**src/rtl/core/asfm_pkg.sv**
```systemverilog
// ----------------------------------------------------------------------------
// asfm_pkg
// Shared widths, command and status codes, sequencer state and control
// structs for the filtered-mean array store.
// ----------------------------------------------------------------------------
`default_nettype none

package asfm_pkg;

  localparam int CMD_W   = 2;
  localparam int VAL_W   = 32;
  localparam int STAT_W  = 2;
  localparam int COUNT_W = 11;
  localparam int MEAN_W  = 40;
  localparam int FRAC_W  = 8;

  localparam logic [CMD_W-1:0] CMD_INSERT = 2'd0;
  localparam logic [CMD_W-1:0] CMD_REMOVE = 2'd1;
  localparam logic [CMD_W-1:0] CMD_MEAN   = 2'd2;

  localparam logic [STAT_W-1:0] STAT_OK    = 2'd0;
  localparam logic [STAT_W-1:0] STAT_FULL  = 2'd1;
  localparam logic [STAT_W-1:0] STAT_EMPTY = 2'd2;

  typedef enum logic [1:0] {
    S_IDLE,
    S_WALK,
    S_DIV,
    S_DONE
  } state_t;

  // events seen by the sequencer
  typedef struct packed {
    logic accept;
    logic go_walk;
    logic go_div;
    logic walk_done;
    logic div_done;
    logic out_free;
  } seq_evt_t;

  // controls driven by the sequencer
  typedef struct packed {
    logic in_ready;
    logic walking;
    logic start_div;
    logic load_out;
  } seq_ctl_t;

endpackage

`default_nettype wire

```
**src/rtl/core/asfm_seq.sv**
```systemverilog
// ----------------------------------------------------------------------------
// asfm_seq
// Command sequencer: idle, compaction walk, divide, result hand-off.
// ----------------------------------------------------------------------------
`default_nettype none

module asfm_seq
  import asfm_pkg::*;
(
  input  wire logic     clk,
  input  wire logic     rst,
  input  wire seq_evt_t evt,
  output seq_ctl_t      ctl
);

  state_t state;
  state_t state_next;

  always_ff @(posedge clk) begin
    if (rst) begin
      state <= S_IDLE;
    end else begin
      state <= state_next;
    end
  end

  always_comb begin
    state_next = state;
    unique case (state)
      S_IDLE: begin
        if (evt.accept) begin
          priority if (evt.go_walk) begin
            state_next = S_WALK;
          end else if (evt.go_div) begin
            state_next = S_DIV;
          end else begin
            state_next = S_DONE;
          end
        end
      end
      S_WALK: begin
        if (evt.walk_done) begin
          state_next = S_DONE;
        end
      end
      S_DIV: begin
        if (evt.div_done) begin
          state_next = S_DONE;
        end
      end
      S_DONE: begin
        if (evt.out_free) begin
          state_next = S_IDLE;
        end
      end
      default: state_next = S_IDLE;
    endcase
  end

  always_comb begin
    ctl.in_ready  = (state == S_IDLE);
    ctl.walking   = (state == S_WALK);
    ctl.start_div = (state == S_IDLE) && evt.accept && evt.go_div && !evt.go_walk;
    ctl.load_out  = (state == S_DONE) && evt.out_free;
  end

endmodule

`default_nettype wire

```
**config.mk**
```make
export PLATFORM = sky130hd
export DESIGN_NAME = asfm_seq
export DESIGN_NICKNAME = d
export VERILOG_FILES = /design/src/rtl/core/asfm_pkg.sv /design/src/rtl/core/asfm_seq.sv
export SDC_FILE = /design/constraint.sdc
export NUM_CORES = 1
export LEC_CHECK = 0
export CAP_MARGIN = 30
export CORE_AREA = 2 2 39 41
export DETAILED_ROUTE_END_ITERATION = 16
export DIE_AREA = 0 0 41 43
export DONT_BUFFER_PORTS = 1
export PLACE_DENSITY_LB_ADDON = 0.2
export SLEW_MARGIN = 20
export SYNTH_ARGS = -nofsm -noshare
export SYNTH_HDL_FRONTEND = slang
export SYNTH_SLANG_ARGS = --single-unit
```
**constraint.sdc**
```tcl
create_clock -name clk -period 2.93 [get_ports clk]
set_input_delay 0.293 -clock clk [delete_from_list [all_inputs] [get_ports clk]]
set_output_delay 0.293 -clock clk [all_outputs]
set_load 0.02 [all_outputs]
```
Word level (Yosys, flattened, before mapping)

Index checks and enable logic that the tools add are counted.

Bits in registers: 2
Input bits: 8
Word-level logic and storage cells: 22

Eq/ne operators: 7
Mux-type cells: 7
Reductions and logical operators: 7

Operators with widths:

| operator           | number |
|---|---|
| $mux 2             | 5 |
| $ne 2x2->1 const B | 4 |
| $pmux 2 s4         | 1 |
| $eq 2x2->1 const B | 2 |
| $logic_and 1x1->1  | 4 |
| $reduce_and 4->1   | 1 |
| $eq 2x1->1 const B | 1 |
| $logic_not 2->1    | 1 |
| $logic_not 1->1    | 1 |
| $mux 1             | 1 |

Depth between registers and ports, before layout

Depth in word-level cells: 4
Gate-level depth with buffers: 5
Gate-level depth less buffers: 5

Least setup slack after synthesis

Ideal clock, no wire load.

Kind: flip-flop to flip-flop
From: register state[0]
To: register state[1]
Setup time: 0.121 ns
Arrival time: 1.298 ns
Data required time: 2.809 ns
Path slack: 1.510 ns
Stages on the path, launching flop included: 6
Buffers on the path: 0
Clock period less this slack: 1.420 ns
Cell sequence: dfxtp_1 > inv_1 > ha_1 > inv_1 > o2111ai_2 > mux2_4

RTL lines:

| what                     | line           | RTL |
|---|---|---|
| start: declaration       | asfm_seq.sv:16 | `state_t state;` |
| start signal: assignment | asfm_seq.sv:23 | `state <= state_next;` |

==> qor.tcl <==
set qor(outcome) {finished, final reports clean}
set qor(crit_arrival_ns) 1.30
set qor(grt_setup_unrepaired) {false}
set qor(cp.required_ns) 2.64
set qor(floorplan.die.height_um) 43
set qor(port_buffers) 0
set qor(worstRegToRegCells) 5
set qor(largestRegisters) {state (2)}
set qor(timing.clock.skew_ns) 0.001971
set qor(fin_tns_setup_ns) 0
set qor(routed_wl_um) 478
set qor(global_route.usage.total) 0.05711
set qor(post_synth_inst_count) 26
set qor(ctsHtreeMaxLevel) 1
set qor(post-cts-setup-buffer-count) 0
set qor(hp-class) {in -> reg}
set qor(cap_violations) 0
set qor(path_max_fanout) 4
set qor(route.vias.total) 188
set qor(critical_path.slowest_cell) {sky130_fd_sc_hd__dfxtp_1}
set qor(drt-wirelength-per-cell_um) 10.62
set qor(synth_unique_cells) 15
set qor(die-width_um) 41
set qor(cts.path.max_buffers) 2
set qor(gp_routability_congestion) 0.6585
set qor(cts.root.buffer_cell) {sky130_fd_sc_hd__clkbuf_4}
set qor(rows) 14
set qor(tritoncts_clock_tree) {done}
set qor(power.leakage_nw) 0.1330
set qor(worstMarginPinSlew_ns) 0.2626
set qor(syn_area_per_cell_um2) 9.143
set qor(layout-drive-gt1-share) 0.2414
set qor(cts_sinks) 2
set qor(global_route_wire_length_before_repair_um) 669
set qor(antenna_cells_inserted) 0
set qor(yosysWarnings) 0
set qor(ioPinCount) 12
set qor(grt_start_max_net_pins) 5
set qor(cts_hold_buffers) 0
set qor(setup_violations) 0
set qor(clk_pin_slew_ns) 0.03
set qor(critPathBufInv) 1
set qor(fillers) 159
set qor(vias_in_the_first_global_route) 180
set qor(crit_path_max_incr_delay_ns) 0.32
set qor(final_nets) 44
set qor(finalCriticalPeriod_ns) 1.596
set qor(reg2reg_slack_ns) 1.41
set qor(post_synthesis_instance_area_um2) 237.7
set qor(power_density_mw_per_mm2) 968.1
set qor(reg2reg_from) {state[0]}
set qor(holdPathEnd) {state[0]}
set qor(final_max_tran_viols) 0
set qor(antenna_found_initial) 0
set qor(detail_route.vias_per_cell) 4.178
set qor(slew-limit-headroom) 0.8249
set qor(fin_crit_sh) 0.5446
set qor(die-area_mm2) 0.001763
set qor(min_path_cells) 2
set qor(worstSetupStartpointType) {register}
set qor(synth_seq_cells) 2
set qor(path_cells) {inv_1 -> ha_1 -> and3_1}
set qor(worst-setup-path-type) {reg -> out}
set qor(crit_path_end_kind) {primary output}
set qor(initial_utilization) 0.1718
set qor(drt_iter0_markers) 1
set qor(area_delta_synth_final_pct) 17.89
set qor(timing_hold_violations_final) 0
set qor(insertion_delay_ns) 0.22
set qor(critical_path.top_delay_family) {flip-flops}
set qor(layout.cells.most_common_list) {sky130_fd_sc_hd__ha_1, sky130_fd_sc_hd__inv_1, sky130_fd_sc_hd__nand2b_1, sky130_fd_sc_hd__clkbuf_4}
set qor(drc) 0
set qor(cts_resized) 0
set qor(antenna_nets_post_route) 0
set qor(seq_area_frac_synth) 0.1684
set qor(largest_register_ff_count) 2
set qor(drt_pass1_iterations) 2
set qor(fp.coreArea_mm2) 0.001384
set qor(top_register) {state}
set qor(maxClockFrequency_mhz) 626.6
set qor(post-route-util) 0.2025
set qor(syn_nets) 39
set qor(ir_drop_uv) 143.9
set qor(rr_endpoint) {state[1]}
set qor(final_common_cell) {sky130_fd_sc_hd__ha_1}
set qor(cts_buffers) 3
set qor(dp.final_hpwl_um) 405.5
set qor(grt_overflow) 0
set qor(holdCritStartpoint) {rst}
[synthesized netlist by cell type, drive strengths merged]
cell type,n,area share
a21oi,1,0.021
dfxtp,2,0.17
a211o,1,0.037
inv,3,0.047
o2111ai,1,0.063
nand2b,4,0.12
mux2,1,0.063
nor2,2,0.032
and3,1,0.026
ha,5,0.26
nor2b,1,0.026
mux2i,1,0.042
or2b,2,0.063
and2,1,0.032
[layer usage]
| layer | vias up | wire (µm) | GRT usage |
|---|---|---|---|
| met5 | - | 0 | 0 |
| met4 | 0 | 0 | 0.02000 |
| met3 | 0 | 61 | 0.04188 |
| met2 | 11 | 190 | 0.06875 |
| met1 | 85 | 226 | 0.07668 |
| li1 | 92 | - | - |
[kinds of logic after synthesis]
| kind of cell | count (synthesis) | share of synthesized area |
|---|---|---|
| and+or+nand+nor | 11 | 0.2948 |
| adders and majority gates | 5 | 0.2632 |
| AOI/OAI and AO/OA | 3 | 0.1210 |
| buffers and inverters | 3 | 0.04737 |
| muxes | 2 | 0.1052 |
| DFF | 2 | 0.1684 |
[worst max path at each step]
stage                     slack [ns]       end  cells after the start  startpoint
after floorplan                 1.51  state[1]                      5    state[0]
after global placement          1.41  state[1]                      5    state[0]
after detailed placement        1.40  state[1]                      5    state[0]
after CTS                       1.31    ctl[1]                      3    state[0]
after global routing            1.24    ctl[1]                      3    state[0]
final                           1.33    ctl[1]                      3    state[0]
[metrics by stage]
stage / cells / total power [mW] / area, µm² / setup slack (ns) / hold slack [ns]
floorplan: 26 / 0.1895 / 237.7 / 1.510 / 0.4641
global placement: 42 / 0.2102 / 257.7 / 1.413 / 0.4966
detailed placement: 42 / 0.2137 / 257.7 / 1.400 / 0.4920
CTS: 45 / 0.2764 / 280.3 / 1.312 / 0.2666
global route: 45 / 0.2983 / 280.3 / 1.241 / 0.2518
finish: 45 / 0.2713 / 280.3 / 1.334 / 0.2681
[cell type report]
cell class | count | area, µm² | area share
clock buffers | 3 | 22.52 | 0.08036
inverters | 3 | 11.26 | 0.04018
multi-input cells | 21 | 186.4 | 0.6652
flip-flops and latches | 2 | 40.04 | 0.1429
well taps | 16 | 20.02 | 0.07143
[report_power, final]
group	switching [mW]	internal [mW]	leakage, nW
combinational	0.0919	0.0717	0.103
clock	0.0132	0.0450	0.0138
sequential	0.00996	0.0395	0.0166
total	0.115	0.156	0.133
No activity file was read; power rests on OpenSTA's default activity.
