[src/rtl/core/asfm_div.sv]
// ----------------------------------------------------------------------------
// asfm_div
// Restoring unsigned divider, one quotient bit per cycle.
// ----------------------------------------------------------------------------
`default_nettype none

module asfm_div #(
  parameter int DVD_W = 51,
  parameter int DSR_W = 11
) (
  input  wire logic             clk,
  input  wire logic             rst,
  input  wire logic             start,
  input  wire logic [DVD_W-1:0] dividend,
  input  wire logic [DSR_W-1:0] divisor,
  output logic                  done,
  output logic [DVD_W-1:0]      quotient
);

  localparam int CW = $clog2(DVD_W + 1);

  logic [DVD_W-1:0] dvd;
  logic [DSR_W-1:0] rem;
  logic [DSR_W-1:0] dsr;
  logic [CW-1:0]    cnt;
  logic             busy;
  logic [DSR_W:0]   trial;
  logic [DSR_W:0]   diff;
  logic             ge;

  // dividend register shifts out its top bit and takes in quotient bits
  assign trial    = {rem, dvd[DVD_W-1]};
  assign ge       = (trial >= {1'b0, dsr});
  assign diff     = trial - {1'b0, dsr};
  assign done     = busy && (cnt == CW'(1));
  assign quotient = dvd;

  always_ff @(posedge clk) begin
    if (rst) begin
      busy <= 1'b0;
      cnt  <= '0;
    end else if (start) begin
      busy <= 1'b1;
      cnt  <= CW'(DVD_W);
    end else if (busy) begin
      cnt  <= cnt - CW'(1);
      busy <= !done;
    end
  end

  always_ff @(posedge clk) begin
    if (start) begin
      dvd <= dividend;
      rem <= '0;
      dsr <= divisor;
    end else if (busy) begin
      dvd <= {dvd[DVD_W-2:0], ge};
      rem <= ge ? diff[DSR_W-1:0] : trial[DSR_W-1:0];
    end
  end

endmodule

`default_nettype wire

[config.mk]
export PLATFORM = sky130hd
export DESIGN_NAME = asfm_div
export DESIGN_NICKNAME = d
export VERILOG_FILES = /design/src/rtl/core/asfm_div.sv
export SDC_FILE = /design/constraint.sdc
export NUM_CORES = 1
export LEC_CHECK = 0
export BUFFER_PORTS_ARGS = -buffer_cell sky130_fd_sc_hd__buf_2
export CORE_ASPECT_RATIO = 0.8
export CORE_MARGIN = 2
export CORE_UTILIZATION = 40
export DETAILED_ROUTE_END_ITERATION = 16
export PLACE_DENSITY = 0.7
export SKIP_CTS_REPAIR_TIMING = 1
export SYNTH_ARGS = -nofsm -noshare
export SYNTH_HDL_FRONTEND = slang
export SYNTH_SLANG_ARGS = --single-unit
export TNS_END_PERCENT = 30
[constraint.sdc]
create_clock -name clk -period 3.19 [get_ports clk]
set_clock_uncertainty 0.2 [all_clocks]
set_input_delay 0.1595 -clock clk [delete_from_list [all_inputs] [get_ports clk]]
set_output_delay 0.1595 -clock clk [all_outputs]
set_load 0.01 [all_outputs]
== Word-level counts from Yosys, hierarchy flattened ==
Cells that the tools add are included.
Cells by class
  add/subtract/negate cells: 2
  order comparisons: 1
  equality and inequality tests: 1
  mux-type cells: 7
  reductions and logical operators: 4
Operators by type and width (count)
  51-bit two-way mux: 2
  12-bit by 11-bit greater-or-equal comparator with 1-bit output: 1
  6-bit two-way mux: 2
  11-bit two-way mux: 1
  11-bit subtractor: 1
  6-bit by 1-bit == test with 1-bit output, second input constant: 1
  6-bit by 1-bit subtractor with 6-bit output, second input constant: 1
  1-bit two-way mux: 2
  2-bit nonzero test: 1
  2-bit OR reduction: 1
  1-bit logical AND: 1
  1-bit zero test: 1
Word-level totals
  flip-flop bits (word level): 80
  input bits: 65
  output and inout port bits: 52

== Depth between registers and ports, before layout ==
Gate-level depths: netlist of run 1.
  depth in word-level cells: 5
  mapped depth: 10
  mapped depth without buffers: 9

== Least setup slack after synthesis of run 1 ==
OpenSTA, ideal clock, no wires.
  kind: reg2reg
  start point: reg dvd[50], in the netlist quotient[50]
  end point: reg rem[0]
  library setup time: 79 ps
  arrival: 2191 ps
  slack: 719 ps
  cell stages (with the launch flop): 10
  clock period less this slack: 2471 ps
  cell sequence: edfxtp_1 -> inv_1 -> ha_1 -> fa_1 -> nor2b_1 -> o31a_1 -> o21ai_2 -> o21ai_2 -> mux2_4 -> a211oi_2
Between the ends
  word-level cells in the longest chain between the ends: 2
RTL lines
  from (decl): RTL line 22  | logic [DVD_W-1:0] dvd;
  from (signal assigned): RTL line 53  | dvd <= dividend;
  from (signal assigned): RTL line 57  | dvd <= {dvd[DVD_W-2:0], ge};
  11-bit subtractor or 12-bit by 11-bit greater-or-equal comparator with 1-bit output (tied branches): RTL line 34, 33
  11-bit two-way mux *: RTL line 58  | rem <= ge ? diff[DSR_W-1:0] : trial[DSR_W-1:0];
  to (signal assigned): RTL line 58
  to (decl): RTL line 23  | logic [DSR_W-1:0] rem;
Mark *: on every way between the ends. The rest lies on a longest branch, timed or not.
A chain may end at the register's enable or synchronous reset.

== Worst setup path in the final report of run 1 ==
  start point: reg dvd[50], in the netlist quotient[50]
  end point: reg rem[2]
The elaborated chain is that of the path after synthesis.

==> results.cfg, run 1 <==
[worst_hold_path]
hold_path.class = in2reg
min_from = start

[pwr]
ir_drop_uv = 364.3
p_per_area_mw_per_mm2 = 541.0
p_leak_nw = 2.334

[cts]
clock-sinks = 80
root_buffer = clkbuf_16
clk_pin_slew_ns = 0.06
htreeDepth = 3
clock_path_buffers = 2
cts_buffers = 9
worstSkewPairLatency_ns = 0.33
tritoncts = done

[route]
routed_wl_um = 9131
dr.pass1.iters = 4
wl_per_cell_um = 15.09
num_vias = 3009
vias_per_cell = 4.974
first_iter_violations = 141
ant_nets = 0
drc = 0

[sta]
worstMarginPinSlew_ns = 0.7053
tns_ns = 0
max_freq_mhz = 353.3
rsz0062_at_grt = no
setup-violations-final = 0
relSlewSlack_pct = 52.98
min_period_ns = 2.830
period_share_pct = 88.73
final_max_slew_viol_count = 0
hold_violations = 0

[synth]
syn_nets = 377
yosys_register_bits = 80
synth_top_area_share_pct = 47.91
ys_seq_area_share_pct = 57.18
yosysTopAreaCell = edfxtp_1
ys_types = 48
synth.most_common_cell = edfxtp_1
synthTopCellsByArea = edfxtp_1 (48%), mux2_2 (15%), dfxtp_1 (9.3%), ha_1 (4.2%), nor2_1 (2.6%)
synth.avg_cell_area_um2 = 13.04
synth_warnings = 0
ys_async_sr_fraction_pct = 0
synthFlopType = edfxtp_1
syn_inst = 298
synth_edf_count = 62
synth_area_mm2 = 0.003886
ys_top_cells_by_count = edfxtp_1 (62), mux2_2 (51), nor2_1 (27)

[cells_and_area]
fin_nets = 560
area_growth_pct = 42.59
diodes = 0
fillers = 765
final_core_util_pct = 58.15
drive_gt1_share_pct = 40.33
finish.instance_area_mm2 = 0.005542

[die]
start_util_pct = 40.78
rows = 32
io-pin-count = 117
dieArea_mm2 = 0.01052
core_region_area_mm2 = 0.009529
die_w_um = 114.2
die_h_um = 92.16

[placement]
dp.final_hpwl_um = 5765
place_area_mm2 = 0.004598
place_congestion = 0.7728
port_buffers = 116

[global_route]
grtUsageMet2_pct = 24.85
grt_pass1_vias = 2631
grt_pass1_wl_um = 12670
use_met3_pct = 4.693
grt_start_max_net_pins = 34
antenna_found_initial = 0
grt_busiest_layer = met2
grt_usage_pct = 15.59
gr-total-overflow = 0
use_met1_pct = 19.86

[worst_setup_path]
cp_max_fo = 9
crit_path_start_kind = flip-flop
timing.rr.start = quotient[50]$_DFFE_PP_
crit_required_ns = 3.19
worstSetupPathType = reg2reg
startpoint = quotient[50]$_DFFE_PP_
crit_arrival_ns = 2.83
endpoint_kind = flip-flop

[flow_run]
cap_violations = 0

[run_status]
status = finished, final reports clean
==> cell families after synthesis <==
family	Yosys count	share of synthesized area (%)
flip-flops	80	57.18
AND/OR/NAND/NOR	65	8.339
multiplexers	59	16.97
AO/OA/AOI/OAI	40	7.244
buffers and inverters	30	3.316
adder cells (fa/ha/maj)	14	4.701
XOR/XNOR	10	2.254
==> path summary, 6_finish.rpt <==
kind / to / slack [ns] / depth (start not counted)
worst max-delay path: rem[2]$_SDFFE_PP0P_ / 0.36 / 10
worst min-delay path: dsr[7]$_DFFE_PP_ / 0.07 / 1
worst max register to register: rem[2]$_SDFFE_PP0P_ / 0.36 / 10
worst min register to register: rem[4]$_SDFFE_PP0P_ / 0.30 / 2
==> power by group <==
part           internal (mW)  total (mW)  switching (mW)
logic                  0.309       0.611           0.302
clock network          0.686        1.08           0.394
registers               1.25        1.31          0.0579
==> cell usage in the layout (no fill, tap or decap), types with 9 or more instances in the layout <==
master | synthesis | layout
dlygate4sd3_1 | 0 | 63
inv_1 | 16 | 16
mux2_2 | 51 | 51
nor2_1 | 27 | 27
ha_1 | 13 | 13
dfxtp_1 | 18 | 18
nand2_1 | 10 | 10
o21ai_0 | 9 | 9
buf_2 | 1 | 115
clkbuf_16 | 0 | 9
edfxtp_1 | 62 | 62
==> layer usage <==
| metal | part of all wire (%) | vias to the layer above |
|---|---|---|
| li1 | - | 1471 |
| met5 | 0 | - |
| met3 | 4.9 | 21 |
| met2 | 50 | 100 |
| met1 | 43 | 1417 |
| met4 | 2.3 | 0 |
==> cell type report <==
type / count / area (um^2) / area share (%)
Tap cell: 119 / 148.9 / 2.687
Clock buffer: 11 / 232.7 / 4.200
Sequential cell: 80 / 2222 / 40.10
Timing Repair Buffer: 185 / 1259 / 22.71
Inverter: 17 / 63.81 / 1.152
Multi-Input combinational cell: 188 / 1535 / 27.70
Clock inverter: 5 / 80.08 / 1.445
==> worst max-delay path: stages (launching register included) <==
cell	delay, ns
edfxtp_1	0.33
inv_1	0.06
ha_1	0.22
fa_1	0.40
nor2b_1	0.16
o31a_1	0.19
o21ai_2	0.13
o21ai_2	0.44
buf_4	0.25
mux2i_1	0.21
a211oi_1	0.10
==> flip-flops by register name, indices dropped and copies added (netlist names) <==
signal    flops
quotient     51
dsr          11
rem          11
cnt           6
busy          1
==> per-stage QoR <==
| stage | hold WS (ns) | std cells | total power [mW] | worst slack [ns] |
|---|---|---|---|---|
| 3_3_place_gp | 0.1370 | 526 | 1.849 | 0.4711 |
| 2_1_floorplan | 0.03188 | 298 | 1.685 | 0.7193 |
| 4_1_cts | -0.2171 | 542 | 2.961 | 0.3539 |
| 5_1_grt | 0.07074 | 605 | 3.131 | 0.1828 |
| 6_report | 0.06737 | 605 | 2.998 | 0.3596 |
| 3_5_place_dp | 0.1376 | 526 | 1.866 | 0.3737 |
Power figures use the tool's default switching activity.
==> run 2, diff against run 1 <==
- CTS_BUF_LIST: not set -> sky130_fd_sc_hd__clkbuf_8 sky130_fd_sc_hd__clkbuf_16
- REMOVE_ABC_BUFFERS: not set -> 1
==> results.cfg, run 2 (synthesis gave the netlist of run 1 again) <==
[run_status]
status = finished, final reports clean

[flow_run]
cap_violations = 0

[cells_and_area]
multi_input_area_mm2 = 0.001535
diodes = 0
fin_nets = 558
final_common_cell = buf_2
instances_no_fill = 603
drive_gt1_share_pct = 40.70
fillers = 749
layout_common_cells = buf_2 (116), dlygate4sd3_1 (63), edfxtp_1 (62)
area_growth_pct = 42.56
largest_reg_flops = 51
final-seq-area_mm2 = 0.002222

[route]
vias_per_cell = 4.934
routed_wl_um = 9362
drc = 0
wl_per_cell_um = 15.53
dr.pass1.iters = 4
first_iter_violations = 80
ant_nets = 0
num_vias = 2975

[pwr]
p_sw_share_pct = 26.63
ir_drop_uv = 344.9
pwr-share-clk_pct = 35.8
p_per_area_mw_per_mm2 = 539.4
power.internal_mw = 2.193
pwr-share-seq_pct = 43.9
pwr-share-comb_pct = 20.3
power.switching_mw = 0.7958
p_leak_nw = 2.340

[die]
die_w_um = 114.2
io-pin-count = 117
rows = 32
core_region_area_mm2 = 0.009529
dieArea_mm2 = 0.01052
start_util_pct = 40.78
die_h_um = 92.16

[worst_setup_path]
reg2reg_to = rem[10]$_SDFFE_PP0P_
startpoint = quotient[50]$_DFFE_PP_
timing.rr.start = quotient[50]$_DFFE_PP_
worstSetupPathType = reg2reg
crit_path_start_kind = flip-flop
cp_max_fo = 9
rrSetupSlack_ns = 0.35
endpoint_kind = flip-flop
endpoint = rem[10]$_SDFFE_PP0P_
crit_arrival_ns = 2.89
r2r_cells = 10
crit_required_ns = 3.23

[cts]
clk_pin_slew_ns = 0.07
cts_buffers = 9
clock_path_buffers = 2
htreeDepth = 3
root_buffer = clkbuf_16
clock-sinks = 80
tritoncts = done
worstSkewPairLatency_ns = 0.34

[sta]
tns_ns = 0
worstMarginPinSlew_ns = 0.5406
final_max_slew_viol_count = 0
relSlewSlack_pct = 63.96
rsz0062_at_grt = no
min_period_ns = 2.843
hold_violations = 0
max_freq_mhz = 351.7
setup-violations-final = 0
period_share_pct = 89.12

[worst_hold_path]
hold_path.class = in2reg
min_path_cells = 2

[global_route]
grt_pass1_wl_um = 13620
gr-total-overflow = 0
grt_usage_pct = 16.81
grt_start_max_net_pins = 83
antenna_found_initial = 0
grt_pass1_vias = 2811

[placement]
port_buffers = 116
place_congestion = 0.8593
dp.cells = 524
dp.final_hpwl_um = 5786
[run 2: changes by cell type in the layout (fill, tap and decap cells not counted), moves of 2 or more]
| cell | change |
|---|---|
| buf_4 | -5 |
| clkinv_2 | +3 |
| buf_12 | +2 |
| clkbuf_1 | -2 |
[run 2: critical path, stage by stage, from the launching register on]
cell and delay [ns]:
edfxtp_1 0.34, inv_1 0.06, ha_1 0.22, fa_1 0.41, nor2b_1 0.16, o31a_1 0.21, o21ai_2 0.13, o21ai_2 0.44
buf_4 0.25, o31ai_1 0.08, a311oi_1 0.24
[run 2: worst min path at each step]
stage                           to  startpoint
6_report          dsr[1]$_DFFE_PP_       start
3_5_place_dp      dsr[6]$_DFFE_PP_  divisor[6]
5_1_grt           dsr[3]$_DFFE_PP_       start
3_3_place_gp      dsr[7]$_DFFE_PP_  divisor[7]
4_1_cts           dsr[0]$_DFFE_PP_  divisor[0]
2_1_floorplan  rem[0]$_SDFFE_PP0P_       start
[run 2: per-layer routing]
layer	wire [um]	share of wire, %	global-route usage, %	vias to the layer above
li1	-	-	-	1463
met1	4027	43	21.01	1398
met2	4494	48	25.35	102
met3	705	7.5	8.130	12
met4	136	1.5	5.996	0
met5	0	0	0	-
[run 2: metrics by stage]
| step | instance area [um^2] | util, % | setup WS (ns) | total power, mW | hold slack [ns] |
|---|---|---|---|---|---|
| after floorplan | 3821 | - | 0.4656 | 1.661 | 0.02415 |
| after CTS | 4910 | 51.52 | 0.3304 | 2.943 | -0.2217 |
| final | 5540 | 58.14 | 0.3471 | 2.988 | 0.1940 |
| after detailed placement | 4606 | 48.33 | 0.3722 | 1.870 | 0.1389 |
| after global placement | 4606 | 48.33 | 0.4544 | 1.859 | 0.1399 |
| after global routing | 5540 | 58.14 | 0.1278 | 3.118 | 0.1990 |
[run 2: layout make-up]
type / count / area share [%]
Clock buffer: 10 / 4.313
Clock inverter: 6 / 1.174
Inverter: 17 / 1.152
Multi-Input combinational cell: 188 / 27.71
Sequential cell: 80 / 40.11
Tap cell: 119 / 2.687
Timing Repair Buffer: 183 / 22.85
[run 2: power by group through the flow]
stage          Clock (mW)  Combinational (mW)  Sequential, mW
2_1_floorplan           0               0.302            1.36
3_3_place_gp            0               0.532            1.33
3_5_place_dp            0               0.542            1.33
4_1_cts              1.09               0.545            1.31
5_1_grt              1.13               0.666            1.33
6_report             1.07               0.608            1.31
==> run 3, diff against run 2 <==
- ABC_AREA: not set -> 1
- PLACE_DENSITY: 0.7 -> 0.69
==> results.cfg, run 3 <==
[worst_hold_path]
hold_path.class = in2reg
min_from = start

[route]
ant_nets = 0
vias_per_cell = 4.716
wl_met2_um = 5113
drt-met1-wl_um = 4848
num_vias = 3792
dr.pass1.iters = 4
wl_per_cell_um = 13.29
routed_wl_um = 10680
met3_length_um = 634
drc = 0
routed.top_layer = met4
first_iter_violations = 175

[sta]
final_max_slew_viol_count = 0
setup-violations-final = 0
rsz0062_at_grt = no
max_freq_mhz = 388.0
tns_ns = 0
setup_ws_ns = 0.6128
min_period_ns = 2.577
worstMarginPinSlew_ns = 1.017
period_share_pct = 80.79
whs_ns = 0.01765
hold_violations = 0
relSlewSlack_pct = 31.98

[global_route]
antenna_found_initial = 0
grt_pass1_vias = 3337
grt_usage_pct = 17.56
grt_start_max_net_pins = 57
grt_pass1_wl_um = 15660
gr-total-overflow = 0

[cells_and_area]
largest_reg_flops = 51
final_common_cell = nand2_1
diodes = 0
multi_input_area_mm2 = 0.001603
area_growth_pct = 39.54
layout_common_cells = nand2_1 (221), buf_2 (116), dlygate4sd3_1 (63)
fillers = 921
final-seq-area_mm2 = 0.002222
fin_nets = 738
drive_gt1_share_pct = 24.40

[die]
dieArea_mm2 = 0.01114
die_w_um = 117.5
io-pin-count = 117
core_region_area_mm2 = 0.01016
rows = 33
die_h_um = 94.81
start_util_pct = 40.59

[cts]
worstSkewPairLatency_ns = 0.33
root_buffer = clkbuf_16
cts_buffers = 9
htreeDepth = 3
clock-sinks = 80
clock_path_buffers = 2
clk_pin_slew_ns = 0.07
tritoncts = done

[worst_setup_path]
rrSetupSlack_ns = 0.61
cp_max_fo = 12
crit_path_cell_trace = inv_1 > ha_1 > fa_1 > inv_1 > nand3_1 > nand3_2 > nand2_2 > nand4_2 > nand2_1 > nand2_1
max_stage_delay_ns = 0.45
endpoint_kind = flip-flop
startpoint = quotient[50]$_DFFE_PP_
worstSetupPathType = reg2reg
critical-path-slowest-cell = nand4_2
crit_arrival_ns = 2.46
reg2reg_to = quotient[0]$_DFFE_PP_
crit_path_start_kind = flip-flop
crit_required_ns = 3.07
crit_family = simple AND/OR/NAND/NOR gates
worst-path-stages = 10
r2r_cells = 10
timing.rr.start = quotient[50]$_DFFE_PP_
path_buf_inv = 2
endpoint = quotient[0]$_DFFE_PP_

[placement]
dp_worst_setup_slack_ns = 0.6417
port_buffers = 116
dp.final_hpwl_um = 6740
place_congestion = 0.8799

[synth]
synthFlopType = edfxtp_1
synth_area_mm2 = 0.004123
synth.most_common_cell = nand2_1
synth_top_area_share_pct = 45.16
synthTopCellsByArea = edfxtp_1 (45%), nand2_1 (20%), dfxtp_1 (8.7%), inv_1 (4.7%), ha_1 (3.9%)
synth_edf_count = 62
yosys_register_bits = 80
yosysTopAreaCell = edfxtp_1
ys_seq_area_share_pct = 53.90
ys_async_sr_fraction_pct = 0
syn_inst = 484
ys_types = 33
synth_warnings = 0
ys_top_cells_by_count = nand2_1 (221), edfxtp_1 (62), inv_1 (52)
synth.avg_cell_area_um2 = 8.518

[pwr]
p_per_area_mw_per_mm2 = 494.3
ir_drop_uv = 251.6
p_leak_nw = 2.874

[run_status]
status = finished, final reports clean

[flow_run]
cap_violations = 0
run 3: layer usage:
metal,vias to the layer above,GRT usage (%)
met5,-,0
met4,0,5.723
met3,6,5.797
met2,117,28.95
met1,1774,22.09
li1,1895,-
run 3: cell type report:
class / instances / area share (%)
Clock buffer: 9 / 3.915
Inverter: 55 / 3.589
Clock inverter: 7 / 1.653
Timing Repair Buffer: 181 / 21.31
Tap cell: 140 / 3.045
Multi-Input combinational cell: 332 / 27.86
Sequential cell: 80 / 38.63
run 3: how the worst min path moves through the flow:
stage | end | slack (ns) | cells past startpoint
floorplan | cnt[4]$_SDFFE_PP0P_ | 0.03 | 1
global placement | dsr[4]$_DFFE_PP_ | 0.14 | 1
detailed placement | dsr[9]$_DFFE_PP_ | 0.14 | 1
CTS | dsr[5]$_DFFE_PP_ | -0.21 | 1
global route | dsr[7]$_DFFE_PP_ | 0.02 | 1
finish | cnt[3]$_SDFFE_PP0P_ | 0.02 | 2
run 3: kinds of logic after synthesis:
| family | Yosys count | synth area share (%) |
|---|---|---|
| buf+inv | 72 | 7.223 |
| fa+ha+maj | 14 | 4.431 |
| compound gates | 10 | 1.487 |
| flops | 80 | 53.90 |
| simple gates | 302 | 31.68 |
| xor+xnor | 6 | 1.275 |
run 3: per-stage QoR:
step / utilization (%) / power [mW] / instances / area [um^2]
6_report: 56.64 / 2.844 / 804 / 5753
5_1_grt: 56.64 / 2.954 / 804 / 5753
4_1_cts: 50.43 / 2.797 / 741 / 5122
3_5_place_dp: 47.28 / 1.679 / 725 / 4802
3_3_place_gp: 47.28 / 1.672 / 725 / 4802
2_1_floorplan: - / 1.505 / 467 / 4031
run 3: power breakdown:
group          leakage [nW]  switching (mW)  internal [mW]
Clock                 0.162           0.429          0.689
Combinational          1.93           0.245          0.195
Sequential            0.778          0.0511           1.23
